`config.mk`:
```
export PLATFORM = sky130hd
export DESIGN_NAME = motor_mode_supervisor_unit_flat
export DESIGN_NICKNAME = d
export VERILOG_FILES = /design/src/hdl/mms_pkg.sv /design/src/hdl/mms_if.sv /design/src/hdl/motor_mode_supervisor_unit.sv /design/src/flat_wrapper.sv
export SDC_FILE = /design/constraint.sdc
export NUM_CORES = 1
export LEC_CHECK = 0
export BUFFER_PORTS_ARGS = -buffer_cell sky130_fd_sc_hd__buf_2
export CAP_MARGIN = 25
export CORE_MARGIN = 4
export CORE_UTILIZATION = 57
export CTS_BUF_LIST = sky130_fd_sc_hd__clkbuf_8
export DETAILED_ROUTE_END_ITERATION = 16
export HOLD_SLACK_MARGIN = 0.08
export PLACE_DENSITY = 0.78
export SLEW_MARGIN = 40
export SYNTH_ARGS = -nofsm -noshare
export SYNTH_HDL_FRONTEND = slang
export SYNTH_SLANG_ARGS = --single-unit
```
`constraint.sdc`:
```
create_clock -name clk -period 2.51 [get_ports clk]
set_clock_uncertainty 0.05 [all_clocks]
set_input_delay 0.251 -clock clk [delete_from_list [all_inputs] [get_ports clk]]
set_output_delay 0.251 -clock clk [all_outputs]
set_load 0.01 [all_outputs]
```
`src/hdl/mms_pkg.sv`:
```
// ----------------------------------------------------------------------------
// mms_pkg
// Types and constants of the motor mode supervisor.
// ----------------------------------------------------------------------------
package mms_pkg;

    localparam int OP_W     = 4;
    localparam int VALUE_W  = 8;
    localparam int MODE_W   = 2;
    localparam int BRAKE_W  = 7;
    localparam int KEY_W    = 2;
    localparam int WARN_W   = 2;

    localparam logic [BRAKE_W-1:0] BRAKE_THRESHOLD_RESET = BRAKE_W'(10);
    localparam logic [WARN_W-1:0]  WARN_HIGH             = WARN_W'(3);
    localparam logic [KEY_W-1:0]   KEY_MAX               = KEY_W'(3);
    localparam logic [KEY_W-1:0]   KEY_ON                = KEY_W'(2);
    localparam logic [BRAKE_W-1:0] BRAKE_MAX             = '1;

    typedef enum logic [MODE_W-1:0] {
        MODE_OFF   = 2'd0,
        MODE_RUN   = 2'd1,
        MODE_REGEN = 2'd2
    } mode_t;

    typedef enum logic [OP_W-1:0] {
        OP_AUTH      = 4'd0,
        OP_READY     = 4'd1,
        OP_KEY       = 4'd2,
        OP_BRAKE     = 4'd3,
        OP_GEAR      = 4'd4,
        OP_CONTACTOR = 4'd5,
        OP_REGEN_SW  = 4'd6,
        OP_VEH_WARN  = 4'd7,
        OP_MOT_WARN  = 4'd8,
        OP_STALL     = 4'd9,
        OP_DISCH_INH = 4'd10,
        OP_CHG_INH   = 4'd11
    } op_t;

    // saturate an 8-bit value to a 2-bit level
    function automatic logic [WARN_W-1:0] sat2(input logic [VALUE_W-1:0] v);
        sat2 = (v > VALUE_W'(3)) ? WARN_W'(3) : v[WARN_W-1:0];
    endfunction

endpackage

```
`src/hdl/mms_if.sv`:
```
// ----------------------------------------------------------------------------
// mms_if
// Valid/ready channels of the motor mode supervisor.
// ----------------------------------------------------------------------------
interface mms_item_if;
    logic                         valid;
    logic                         ready;
    logic [mms_pkg::OP_W-1:0]     operation;
    logic [mms_pkg::VALUE_W-1:0]  new_value;

    modport source (output valid, output operation, output new_value, input ready);
    modport sink   (input valid, input operation, input new_value, output ready);
endinterface

interface mms_result_if;
    logic                         valid;
    logic                         ready;
    logic [mms_pkg::MODE_W-1:0]   motor_mode;
    logic                         relay_high;
    logic                         waiting_contactor;

    modport source (output valid, output motor_mode, output relay_high,
                    output waiting_contactor, input ready);
    modport sink   (input valid, input motor_mode, input relay_high,
                    input waiting_contactor, output ready);
endinterface

interface mms_cfg_if;
    logic                         valid;
    logic                         ready;
    logic [mms_pkg::BRAKE_W-1:0]  data;

    modport source (output valid, output data, input ready);
    modport sink   (input valid, input data, output ready);
endinterface

```
`src/hdl/motor_mode_supervisor_unit.sv`:
```
// ----------------------------------------------------------------------------
// motor_mode_supervisor_unit
// Keeps shadows of the vehicle signals and derives motor mode, relay level
// and the waiting-for-contactor flag from each signal-change beat.
// ----------------------------------------------------------------------------
//  channel  dir  payload                                     beat
//  item     in   operation[3:0], new_value[7:0]              valid & ready
//  result   out  motor_mode[1:0], relay_high, waiting_cont.  valid & ready
//  cfg      in   data[6:0] = brake_threshold                 valid & ready
//
//  One beat per cycle sustained while results are taken; a result is presented
//  once its item has passed the input register and the result register.
//  Input register -> rule logic -> result register; state updates as an item
//  leaves the input register, so back-to-back items see each other's effects.
//  item.ready drops only when both registers are full and result is stalled.
//  Reset: mode off, relay high, waiting clear, shadows zero, threshold 10.
// ----------------------------------------------------------------------------
module motor_mode_supervisor_unit (
    input  logic               clk,
    input  logic               rst_n,
    mms_item_if.sink           item,
    mms_result_if.source       result,
    mms_cfg_if.sink            cfg
);
    import mms_pkg::*;

    // input stage
    logic                  in_valid_reg;
    logic [OP_W-1:0]       in_op_reg;
    logic [VALUE_W-1:0]    in_value_reg;

    // result stage
    logic                  out_valid_reg;
    mode_t                 out_mode_reg;
    logic                  out_relay_reg;
    logic                  out_wait_reg;

    // supervisor state
    mode_t                 mode_reg, mode_next;
    logic                  wait_reg, wait_next;
    logic                  relay_reg, relay_next;
    logic                  ready_sh_reg, ready_sh_next;
    logic                  cont_sh_reg, cont_sh_next;
    logic                  regen_sh_reg, regen_sh_next;
    logic                  stall_sh_reg, stall_sh_next;
    logic                  dinh_sh_reg, dinh_sh_next;
    logic                  cinh_sh_reg, cinh_sh_next;
    logic [BRAKE_W-1:0]    brake_sh_reg, brake_sh_next;
    logic [WARN_W-1:0]     vwarn_sh_reg, vwarn_sh_next;
    logic [WARN_W-1:0]     mwarn_sh_reg, mwarn_sh_next;
    logic [BRAKE_W-1:0]    thr_reg;

    logic                  advance;
    logic                  flag;
    logic [KEY_W-1:0]      key_sat;
    logic [BRAKE_W-1:0]    brake_sat;
    logic [WARN_W-1:0]     warn_sat;
    logic                  run_ok;
    logic                  regen_ok;

    assign advance    = in_valid_reg && (!out_valid_reg || result.ready);
    assign item.ready = !in_valid_reg || advance;
    assign cfg.ready  = 1'b1;

    assign result.valid             = out_valid_reg;
    assign result.motor_mode        = out_mode_reg;
    assign result.relay_high        = out_relay_reg;
    assign result.waiting_contactor = out_wait_reg;

    assign flag      = (in_value_reg != '0);
    assign key_sat   = sat2(in_value_reg);
    assign warn_sat  = sat2(in_value_reg);
    assign brake_sat = (in_value_reg > VALUE_W'(BRAKE_MAX)) ? BRAKE_MAX
                                                            : in_value_reg[BRAKE_W-1:0];

    // interlocks for entering run; none of these shadows change on a run attempt
    assign run_ok   = ready_sh_reg && (vwarn_sh_reg != WARN_HIGH) &&
                      (mwarn_sh_reg != WARN_HIGH) && !stall_sh_reg && !dinh_sh_reg;
    assign regen_ok = (mode_reg == MODE_RUN) && !cinh_sh_reg;

    always_comb
    begin
        mode_next     = mode_reg;
        wait_next     = wait_reg;
        relay_next    = relay_reg;
        ready_sh_next = ready_sh_reg;
        cont_sh_next  = cont_sh_reg;
        regen_sh_next = regen_sh_reg;
        stall_sh_next = stall_sh_reg;
        dinh_sh_next  = dinh_sh_reg;
        cinh_sh_next  = cinh_sh_reg;
        brake_sh_next = brake_sh_reg;
        vwarn_sh_next = vwarn_sh_reg;
        mwarn_sh_next = mwarn_sh_reg;

        case (op_t'(in_op_reg))
            OP_AUTH:
            begin
                if (!flag)
                    mode_next = MODE_OFF;
            end
            OP_READY:
            begin
                ready_sh_next = flag;
                if (!flag)
                    mode_next = MODE_OFF;
            end
            OP_KEY:
            begin
                if (key_sat < KEY_ON)
                begin
                    mode_next  = MODE_OFF;
                    relay_next = 1'b1;
                end
                else if (key_sat == KEY_ON)
                    relay_next = 1'b0;
                else if (run_ok)
                begin
                    if (cont_sh_reg)
                        mode_next = MODE_RUN;
                    else
                        wait_next = 1'b1;
                end
            end
            OP_BRAKE:
            begin
                brake_sh_next = brake_sat;
                if (brake_sat > thr_reg)
                begin
                    if (regen_ok && regen_sh_reg)
                        mode_next = MODE_REGEN;
                end
                else if (brake_sat == '0 && mode_reg == MODE_REGEN && run_ok)
                begin
                    if (cont_sh_reg)
                        mode_next = MODE_RUN;
                    else
                        wait_next = 1'b1;
                end
            end
            OP_GEAR:
            begin
                if (in_value_reg == '0)
                    mode_next = MODE_OFF;
            end
            OP_CONTACTOR:
            begin
                cont_sh_next = flag;
                if (!flag)
                    mode_next = MODE_OFF;
                else
                    wait_next = 1'b0;
            end
            OP_REGEN_SW:
            begin
                regen_sh_next = flag;
                if (flag)
                begin
                    if (regen_ok && brake_sh_reg > thr_reg)
                        mode_next = MODE_REGEN;
                end
                else if (mode_reg == MODE_REGEN && run_ok)
                begin
                    if (cont_sh_reg)
                        mode_next = MODE_RUN;
                    else
                        wait_next = 1'b1;
                end
            end
            OP_VEH_WARN:
            begin
                vwarn_sh_next = warn_sat;
                if (warn_sat == WARN_HIGH)
                    mode_next = MODE_OFF;
            end
            OP_MOT_WARN:
            begin
                mwarn_sh_next = warn_sat;
                if (warn_sat == WARN_HIGH)
                    mode_next = MODE_OFF;
            end
            OP_STALL:
            begin
                stall_sh_next = flag;
                if (flag)
                    mode_next = MODE_OFF;
            end
            OP_DISCH_INH: dinh_sh_next = flag;
            OP_CHG_INH:   cinh_sh_next = flag;
            default: ;
        endcase
    end

    always_ff @(posedge clk or negedge rst_n)
    begin
        if (!rst_n)
        begin
            in_valid_reg  <= 1'b0;
            out_valid_reg <= 1'b0;
            mode_reg      <= MODE_OFF;
            wait_reg      <= 1'b0;
            relay_reg     <= 1'b1;
            ready_sh_reg  <= 1'b0;
            cont_sh_reg   <= 1'b0;
            regen_sh_reg  <= 1'b0;
            stall_sh_reg  <= 1'b0;
            dinh_sh_reg   <= 1'b0;
            cinh_sh_reg   <= 1'b0;
            brake_sh_reg  <= '0;
            vwarn_sh_reg  <= '0;
            mwarn_sh_reg  <= '0;
            thr_reg       <= BRAKE_THRESHOLD_RESET;
        end
        else
        begin
            if (cfg.valid)
                thr_reg <= cfg.data;
            if (item.ready)
                in_valid_reg <= item.valid;
            if (advance)
                out_valid_reg <= 1'b1;
            else if (result.ready)
                out_valid_reg <= 1'b0;
            if (advance)
            begin
                mode_reg     <= mode_next;
                wait_reg     <= wait_next;
                relay_reg    <= relay_next;
                ready_sh_reg <= ready_sh_next;
                cont_sh_reg  <= cont_sh_next;
                regen_sh_reg <= regen_sh_next;
                stall_sh_reg <= stall_sh_next;
                dinh_sh_reg  <= dinh_sh_next;
                cinh_sh_reg  <= cinh_sh_next;
                brake_sh_reg <= brake_sh_next;
                vwarn_sh_reg <= vwarn_sh_next;
                mwarn_sh_reg <= mwarn_sh_next;
            end
        end
    end

    // payload registers, no reset
    always_ff @(posedge clk)
    begin
        if (item.valid && item.ready)
        begin
            in_op_reg    <= item.operation;
            in_value_reg <= item.new_value;
        end
        if (advance)
        begin
            out_mode_reg  <= mode_next;
            out_relay_reg <= relay_next;
            out_wait_reg  <= wait_next;
        end
    end

endmodule

```
`src/flat_wrapper.sv`:
```
// flat-port wrapper written by rule: the top's interface ports become plain ports
module motor_mode_supervisor_unit_flat import mms_pkg::*;
  (clk, rst_n, item_valid, item_operation, item_new_value, item_ready, result_valid, result_motor_mode, result_relay_high, result_waiting_contactor, result_ready, cfg_valid, cfg_data, cfg_ready);
  mms_item_if item_i ();
  mms_result_if result_i ();
  mms_cfg_if cfg_i ();
  input  logic clk;
  input  logic rst_n;
  input wire logic [$bits(item_i.valid)-1:0] item_valid;
  input wire logic [$bits(item_i.operation)-1:0] item_operation;
  input wire logic [$bits(item_i.new_value)-1:0] item_new_value;
  output wire logic [$bits(item_i.ready)-1:0] item_ready;
  output wire logic [$bits(result_i.valid)-1:0] result_valid;
  output wire logic [$bits(result_i.motor_mode)-1:0] result_motor_mode;
  output wire logic [$bits(result_i.relay_high)-1:0] result_relay_high;
  output wire logic [$bits(result_i.waiting_contactor)-1:0] result_waiting_contactor;
  input wire logic [$bits(result_i.ready)-1:0] result_ready;
  input wire logic [$bits(cfg_i.valid)-1:0] cfg_valid;
  input wire logic [$bits(cfg_i.data)-1:0] cfg_data;
  output wire logic [$bits(cfg_i.ready)-1:0] cfg_ready;
  assign item_i.valid = item_valid;
  assign item_i.operation = item_operation;
  assign item_i.new_value = item_new_value;
  assign item_ready = item_i.ready;
  assign result_valid = result_i.valid;
  assign result_motor_mode = result_i.motor_mode;
  assign result_relay_high = result_i.relay_high;
  assign result_waiting_contactor = result_i.waiting_contactor;
  assign result_i.ready = result_ready;
  assign cfg_i.valid = cfg_valid;
  assign cfg_i.data = cfg_data;
  assign cfg_ready = cfg_i.ready;
  motor_mode_supervisor_unit u_core (.clk(clk), .rst_n(rst_n), .item(item_i), .result(result_i), .cfg(cfg_i));
endmodule
```
# Yosys cells after proc, flatten, opt, wreduce, memory -nomap -nowiden
# Index checks and enable logic that the tools add are counted.
# word_totals
register_bits	46
out_inout_bits	7
word_cells	109
# op_classes
n_lt_le_gt_ge	5
eq_ne	17
mux	32
reduce_logical	35
# op_table
cell	count
$mux W2	15
$reduce_and A2 Y1	9
$eq A4 B3 Y1 const B	4
$eq A4 B4 Y1 const B	4
$gt A7 B7 Y1	2
$mux W1	14
$pmux W2 S7	1
$logic_and A1 B1 Y1	12
$eq A4 B2 Y1 const B	2
$gt A8 B2 Y1 const B	1
$gt A8 B7 Y1 const B	1
$logic_not A8 Y1	1
$reduce_bool A8 Y1	1
$logic_not A7 Y1	1
$mux W7	1
$eq A2 B2 Y1 const B	3
$logic_not A1 Y1	5
$eq A4 B1 Y1 const B	1
$logic_not A4 Y1	1
$ne A2 B2 Y1 const B	2
$pmux W1 S4	1
$reduce_or A3 Y1	1
$eq A2 B1 Y1 const B	1
$logic_or A1 B1 Y1	2
other kinds (3)	3

# Longest topological paths before layout
# Gate-level depths: netlist (run 1).
# depth
depth_word	9
depth_mapped	9
ltp_nobuf	9

# Worst setup path before layout (run 1)
# OpenSTA, ideal clock, no wires.
# synth_path
path_kind	flip-flop to flip-flop
start	register u_core.in_value_reg[7]
end	register u_core.out_wait_reg (netlist: u_core.result.waiting_contactor) (data pin)
setup_ns	0.279
t_arrival_ns	1.813
required_time_ns	2.181
setup_slack_ns	0.368
path_stages_with_launch	9
n_path_buf	0
period_less_slack_ns	2.142
path_cell_list	edfxtp_1 -> or2_2 -> ha_1 -> nand3_1 -> a211o_1 -> nand3_1 -> nand2_1 -> a31oi_1 -> a311oi_2
# synth_between
elab_chain_cells	8
word_cells_on_any_way	18
# synth_rtl
element	line_no	text
start: declaration	motor_mode_supervisor_unit.sv:30	logic [VALUE_W-1:0] in_value_reg;
start signal: assignment	motor_mode_supervisor_unit.sv:248	in_value_reg <= item.new_value;
$gt A8 B7 Y1 *	motor_mode_supervisor_unit.sv:73	assign brake_sat = (in_value_reg > VALUE_W'(BRAKE_MAX)) ? BRAKE_MAX
$mux W7 *	motor_mode_supervisor_unit.sv:73	
net u_core.brake_sat[5]	motor_mode_supervisor_unit.sv:56	logic [BRAKE_W-1:0] brake_sat;
branches (longest 4 deep; another with $gt A7 B7 Y1)	--	
$mux W1 *	motor_mode_supervisor_unit.sv:128	if (brake_sat > thr_reg)
$pmux W1 S4 *	motor_mode_supervisor_unit.sv:96	case (op_t'(in_op_reg))
net u_core.wait_next	motor_mode_supervisor_unit.sv:40	logic wait_reg, wait_next;
end signal: assignment	motor_mode_supervisor_unit.sv:254	out_wait_reg <= wait_next;
end: declaration	motor_mode_supervisor_unit.sv:36	logic out_wait_reg;
# Mark *: on every way through the listed nets, which the timed path passes.
# A chain may end at the register's enable or synchronous reset.

# Worst setup path in the final report (run 1)
# Same ends and word-level chain as after synthesis.

==> out/qor.csv, run 1 <==
stage,metric,value,unit
outcome,outcome,"complete, no violations",
layout,n_antenna_cell,0,
setup_path,critical_path_buf_inv_count,0,
synth,syn_inst,241,
detailed_routing,top_layer_used,met4,
layout,layout_common_cells,"buf_2, nand2_1, dfrtp_1",
detailed_routing,ant_nets,0,
sta,finalSetupTns,0,ns
clock_network,cts_made_buffers,5,
floorplan,initial_utilization,61.17,%
detailed_routing,drc_errors,0,
power,p_seq_share,54.2,%
clock_network,clk_pin_slew,0.08,ns
place,finalWeightedCongestion,0.9164,
synth,post_synth_num_cell_types,54,
power,clockPowerShare,23.8,%
setup_path,required,2.48,ns
detailed_routing,wl_met2,2.616,mm
sta,rsz0062_at_grt,false,
sta,worst_slew_pin_slew,0.6962,ns
layout,area_growth_syn_to_layout,17.77,%
layout,fin_nets,328,
clock_network,cts_tree,yes,
global_route,grt_pass1_vias,1968,
sta,finalSetupViolations,0,
layout,nFillCells,324,
sta,max_slew_margin,53.59,%
setup_path,crit_family,simple AND/OR/NAND/NOR gates,
setup_path,start_kind,flop,
sta,fin_crit,2.367,ns
floorplan,die_h,74.69,um
global_route,gr-total-overflow,0,
power,p_per_area,598.8,nW/um^2
clock_network,clockBufferDepth,2,
power,p_int,0.001267,W
sta,hold_viol_final,0,
detailed_routing,avgViaCountPerCell,5.806,
synth,synth_seq_cells,46,
layout,final_common_cell,buf_2,
min_path,hp-class,in2reg,
run,max_cap_violations,0,
clock_network,clock_sinks,46,
power,p_total,0.001788,W
setup_path,setup.worst_path.end_class,flop,
global_route,antenna_found_initial,0,
floorplan,die_w,74.69,um
synth,synthesis.area,2535,sq um
floorplan,core,4144,sq um
floorplan,die_area,5578,sq um
synth,synth-main-ff-cell,dfrtp_1,
power,p_leak,1.248,nW
sta,maxSlewViolCount,0,
floorplan,num_io_pins,31,
detailed_routing,num_vias,1980,
global_route,grt_first_pass_wirelength,9.756,mm
synth,synth-edff-count,16,
layout,largest_reg_flops,8,
detailed_routing,met1_length,2.583,mm
synth,synth_nets,279,
power,peakVddDrop,0.4418,mV
detailed_routing,wl_met3,284,um
layout,drive_above_1_share,26.46,%
setup_path,cp_common_cell,nand3_1,
floorplan,row_count,23,
place,numPortBuffers,29,
place,hpwl,3.864,mm
synth,synth_seq_area_share,48.72,%
layout,utilization,72.04,%
clock_network,clock-root-buffer,clkbuf_8,
power,switchingPower,0.0005206,W
setup_path,path_class,reg2reg,
setup_path,cp.arrival,2.34,ns
setup_path,slowest_delay,0.50,ns
detailed_routing,wl,5.539,mm
clock_network,htree_levels,2,
detailed_routing,post_drt_wl_per_cell,16.24,um
setup_path,critPathMaxFanout,8,
synth,syn_area_per_cell,10.52,sq um
setup_path,crit_chain,or2_2 > ha_1 > nand3_1 > a211o_1 > nand3_1 > nand2_1 > a31oi_2 > a311oi_2,
synth,async_flop_share,65.22,%
detailed_routing,drtIter0Drc,178,
clock_network,clock_latency,0.30,ns
setup_path,cpMaxStageDelayCell,edfxtp_1,
detailed_routing,drtPass1Iterations,4,
power,switching_share,29.12,%
global_route,grt_max_degree,31,
synth,ys_warn_count,0,
sta,fin_crit_sh,94.32,%
global_route,grt_use_total,23.17,%
sta,max_freq,422.4,MHz
power,combPwrFrac,22.0,%
## final timing paths
check	from	to	slack (ns)	cells past startpoint
worst min-delay path	cfg_data[5]	u_core.thr_reg[5]	0.10	3
worst min register to register	u_core.relay_reg	u_core.relay_reg	0.42	2
worst max register to register	u_core.in_value_reg[7]	u_core.result.waiting_contactor	0.14	8
worst max-delay path	u_core.in_value_reg[7]	u_core.result.waiting_contactor	0.14	8
min in group asynchronous	rst_n	u_core.brake_sh_reg[3]	0.48	2
max in group asynchronous	rst_n	u_core.thr_reg[5]	1.48	2
## cells in the mapped netlist, types with 2 or more instances
master	number	share of area [%]
nand2_1	28	4.1
dfrtp_1	27	27
o21ai_0	19	3.8
edfxtp_1	16	19
ha_1	14	6.9
nor2_1	14	2.1
a21oi_1	11	2.2
inv_1	11	1.6
a31oi_1	8	2.0
mux2_2	8	3.6
nand4_1	8	2.0
or2_2	6	1.5
clkbuf_1	4	0.59
nand3_1	4	0.79
nand3b_1	4	1.2
nor2b_1	4	0.99
a21o_1	3	0.89
dfstp_2	3	3.1
nand2b_1	3	0.74
a32oi_1	2	0.69
and2_1	2	0.49
and3_1	2	0.49
buf_6	2	0.89
nor3_1	2	0.39
nor3_2	2	0.79
nor3b_1	2	0.59
o211ai_1	2	0.59
o21a_1	2	0.59
o21ai_1	2	0.39
or4_4	2	0.89
## cell type report
cell class / instances / area (sq um) / share of cell area (%)
clock inverters: 3 / 12.51 / 0.4191
flip-flops and latches: 46 / 1235 / 41.37
clock buffers: 5 / 68.82 / 2.305
well taps: 50 / 62.56 / 2.096
multi-input cells: 177 / 1237 / 41.45
repair buffers: 49 / 327.8 / 10.98
inverters: 11 / 41.29 / 1.383
## tightest hold or removal path, stage by stage
cell     delay, ns
buf_2         0.07
nand2_1       0.03
o21ai_0       0.06
## per-layer routing
metal / GRT usage [%] / vias to the layer above
li1: - / 987
met1: 32.43 / 934
met2: 37.27 / 53
met3: 5.073 / 6
met4: 5.336 / 0
met5: 0 / -
## power by group through the flow
stage	clock (W)	combinational (W)	sequential, W
6_report	0.000425	0.000393	0.000970
3_3_place_gp	0	0.000352	0.000979
4_1_cts	0.000431	0.000383	0.000966
2_1_floorplan	0	0.000268	0.000963
3_5_place_dp	0	0.000367	0.000981
5_1_grt	0.000475	0.000450	0.000983
## kinds of logic (layout without fill, tap and decap cells)
logic type	count (synthesis)	after routing	synth area share, %
flip-flops	46	46	48.72
buffers and inverters	18	68	3.406
AO/OA/AOI/OAI	59	59	15.40
multiplexers	8	8	3.554
AND/OR/NAND/NOR	94	94	21.52
XOR/XNOR	1	1	0.3456
other	1	1	0.1479
adder cells (fa/ha/maj)	14	14	6.910
## repair_timing
action                                  in CTS  in global routing
endpoints found under the hold margin       39                  0
buffers inserted                             0                  1
hold buffers                                13                  0
endpoints found under the setup margin       0                  3
resized for setup                            0                  4
## metrics by stage
stage	setup WS, ns	cells	hold WS [ns]	area (sq um)
4_1_cts	0.06106	340	0.09286	2954
3_5_place_dp	0.06540	319	0.2917	2743
6_report	0.1425	341	0.1043	2985
3_3_place_gp	0.2154	319	0.2723	2743
2_1_floorplan	0.3681	241	-0.09459	2535
5_1_grt	0.003074	341	0.1080	2985
Note: power is estimated with default switching activity, not from simulation.
==> run 2, diff against run 1 <==
--- a/config.mk
+++ b/config.mk
@@ -9,7 +9,7 @@
 export CAP_MARGIN = 25
 export CORE_MARGIN = 4
 export CORE_UTILIZATION = 57
-export CTS_BUF_LIST = sky130_fd_sc_hd__clkbuf_8
+export CTS_BUF_LIST = sky130_fd_sc_hd__clkbuf_4
 export DETAILED_ROUTE_END_ITERATION = 16
 export HOLD_SLACK_MARGIN = 0.08
 export PLACE_DENSITY = 0.78
==> run 2 against run 1 <==
Net effect:
- setup slack got worse by 0.0089 ns
- cell count rose by 2.3%
- flip-flop and latch count did not move
- wire length rose by 1.8%
- sequential power barely moved
- combinational power rose by 3%
- largest cell class unchanged
- hold slack improved by 0.043 ns
==> out/qor.csv, run 2 (synthesis gave the netlist of run 1 again) <==
stage,metric,value,unit,change
detailed_routing,avgViaCountPerCell,5.785,,-0.37%
setup_path,slowest_delay,0.52,ns,+0.02 ns
outcome,outcome,"complete, no violations",,
setup_path,critical_path_buf_inv_count,0,,unchanged
setup_path,required,2.55,ns,+0.07 ns
detailed_routing,wl_met2,2.642,mm,+0.99%
power,peakVddDrop,0.4191,mV,-5.2%
power,p_total,0.001711,W,-4.3%
layout,area_growth_syn_to_layout,19.84,%,
layout,final_common_cell,buf_2,,
global_route,grt_use_total,23.70,%,+0.53 points
sta,rsz0062_at_grt,false,,
setup_path,cpMaxStageDelayCell,edfxtp_1,,
min_path,hold_path_end,u_core.in_valid_reg,,
clock_network,cts_made_buffers,5,,unchanged
setup_path,path_class,reg2reg,,
sta,hold_viol_final,0,,unchanged
floorplan,die_w,74.69,um,unchanged
detailed_routing,drtIter0Drc,179,,+0.56%
sta,worst_slew_pin_slew,0.7003,ns,+0.004088 ns
detailed_routing,drc_errors,0,,unchanged
global_route,grt_max_degree,31,,unchanged
clock_network,clockBufferDepth,2,,unchanged
floorplan,core,4144,sq um,unchanged
global_route,grt_first_pass_wirelength,9.853,mm,+0.99%
sta,finalSetupTns,0,ns,unchanged
sta,max_slew_margin,53.32,%,-0.27 points
setup_path,setup.worst_path.end_class,flop,,
floorplan,die_area,5578,sq um,unchanged
detailed_routing,top_layer_used,met4,,
power,p_per_area,563.1,nW/um^2,-6.0%
floorplan,die_h,74.69,um,unchanged
min_path,hold_depth,3,,unchanged
clock_network,clock_latency,0.35,ns,+0.05 ns
sta,whs,0.1477,ns,+0.04339 ns
clock_network,clock_sinks,46,,unchanged
detailed_routing,num_vias,2019,,+2.0%
detailed_routing,post_drt_wl_per_cell,16.16,um,-0.51%
min_path,hp-class,in2reg,,
layout,fin_area,3038,sq um,+1.8%
detailed_routing,drtPass1Iterations,4,,unchanged
sta,maxSlewViolCount,0,,unchanged
layout,fin_nets,336,,+2.4%
setup_path,critPathMaxFanout,8,,unchanged
clock_network,cts_tree,yes,,
place,numPortBuffers,29,,unchanged
place,hpwl,3.864,mm,unchanged
setup_path,crit_chain,or2_2 > ha_1 > nand3_1 > a211o_1 > nand3_1 > nand2_1 > a31oi_2 > a311oi_2,,
setup_path,r2r_cells,8,,unchanged
layout,n_antenna_cell,0,,unchanged
floorplan,num_io_pins,31,,unchanged
global_route,gr-total-overflow,0,,unchanged
detailed_routing,ant_nets,0,,unchanged
clock_network,clock-root-buffer,clkbuf_4,,
sta,finalSetupViolations,0,,unchanged
setup_path,r2r_slack,0.13,ns,about the same
setup_path,cp.arrival,2.42,ns,+0.08 ns
sta,max_freq,420.8,MHz,-0.37%
clock_network,htree_levels,2,,unchanged
run,max_cap_violations,0,,unchanged
layout,drive_above_1_share,26.09,%,-0.37 points
floorplan,initial_utilization,61.17,%,unchanged
place,finalWeightedCongestion,0.9164,,unchanged
layout,largest_reg_flops,8,,unchanged
setup_path,crit_family,simple AND/OR/NAND/NOR gates,,
floorplan,row_count,23,,unchanged
clock_network,clk_pin_slew,0.12,ns,+0.04 ns
setup_path,cp_common_cell,nand3_1,,
setup_path,start_kind,flop,,
global_route,grt_pass1_vias,2021,,+2.7%
global_route,antenna_found_initial,0,,unchanged
layout,layout_common_cells,"buf_2, nand2_1, dfrtp_1",,
min_path,worstHoldStart,result_ready,,
sta,fin_crit,2.376,ns,+0.008870 ns
setup_path,r2r-start,u_core.in_value_reg[7],,
detailed_routing,wl,5.640,mm,+1.8%
detailed_routing,met1_length,2.598,mm,+0.58%
power,p_leak,1.268,nW,+1.6%
detailed_routing,wl_met3,302,um,+6.3%
place,placed_area,2743,sq um,unchanged
sta,fin_crit_sh,94.68,%,+0.35 points
setup_path,r2r_end,u_core.result.waiting_contactor,,
==> run 2: worst max-delay path by stage <==
stage	startpoint	to	cells after the start
floorplan	u_core.in_value_reg[7]	u_core.result.waiting_contactor	8
global placement	u_core.in_value_reg[7]	u_core.result.waiting_contactor	9
detailed placement	u_core.in_value_reg[7]	u_core.result.waiting_contactor	9
CTS	u_core.in_value_reg[7]	u_core.result.waiting_contactor	9
global route	u_core.in_value_reg[7]	u_core.result.motor_mode[0]	8
finish	u_core.in_value_reg[7]	u_core.result.waiting_contactor	8
==> run 2: layout make-up <==
| type | count | area, sq um |
|---|---|---|
| clock inverter | 2 | 8.758 |
| multi-input combinational | 177 | 1237 |
| tap | 50 | 62.56 |
| inverter | 11 | 41.29 |
| fill | 313 | 1106 |
| sequential | 46 | 1235 |
| clock buffer | 6 | 45.04 |
| timing repair buffer | 57 | 407.9 |
==> run 2: what timing repair did <==
action | in CTS | in global routing
hold buffers | 21 | 0
buffers inserted | 0 | 1
endpoints found under the setup margin | 0 | 2
endpoints found under the hold margin | 47 | 0
gates resized for setup | 0 | 4
==> run 2: power by group <==
part           internal (W)  switching [W]
combinational      0.000192       0.000211
sequential         0.000895      0.0000742
clock              0.000116       0.000222
total               0.00120       0.000507
==> run 2: worst register-to-register path: cells and delay by family, from the launching register on <==
kind / cells / cell delay, ns
fa+ha+maj: 1 / 0.31
compound gates: 3 / 0.57
simple gates: 4 / 0.68
flops: 1 / 0.52
==> run 2: metrics by stage <==
| step | instances | utilization (%) | setup WS, ns |
|---|---|---|---|
| final | 349 | 73.31 | 0.1336 |
| after global routing | 349 | 73.31 | 0.001008 |
| after CTS | 348 | 72.55 | 0.06434 |
| after detailed placement | 319 | 66.18 | 0.06540 |
| after global placement | 319 | 66.18 | 0.2154 |
| after floorplan | 241 | - | 0.3681 |
==> run 2: per-layer routing <==
| layer | vias up | GRT usage (%) |
|---|---|---|
| li1 | 1003 | - |
| met1 | 947 | 32.58 |
| met2 | 59 | 37.56 |
| met3 | 10 | 6.008 |
| met4 | 0 | 6.719 |
| met5 | - | 0 |
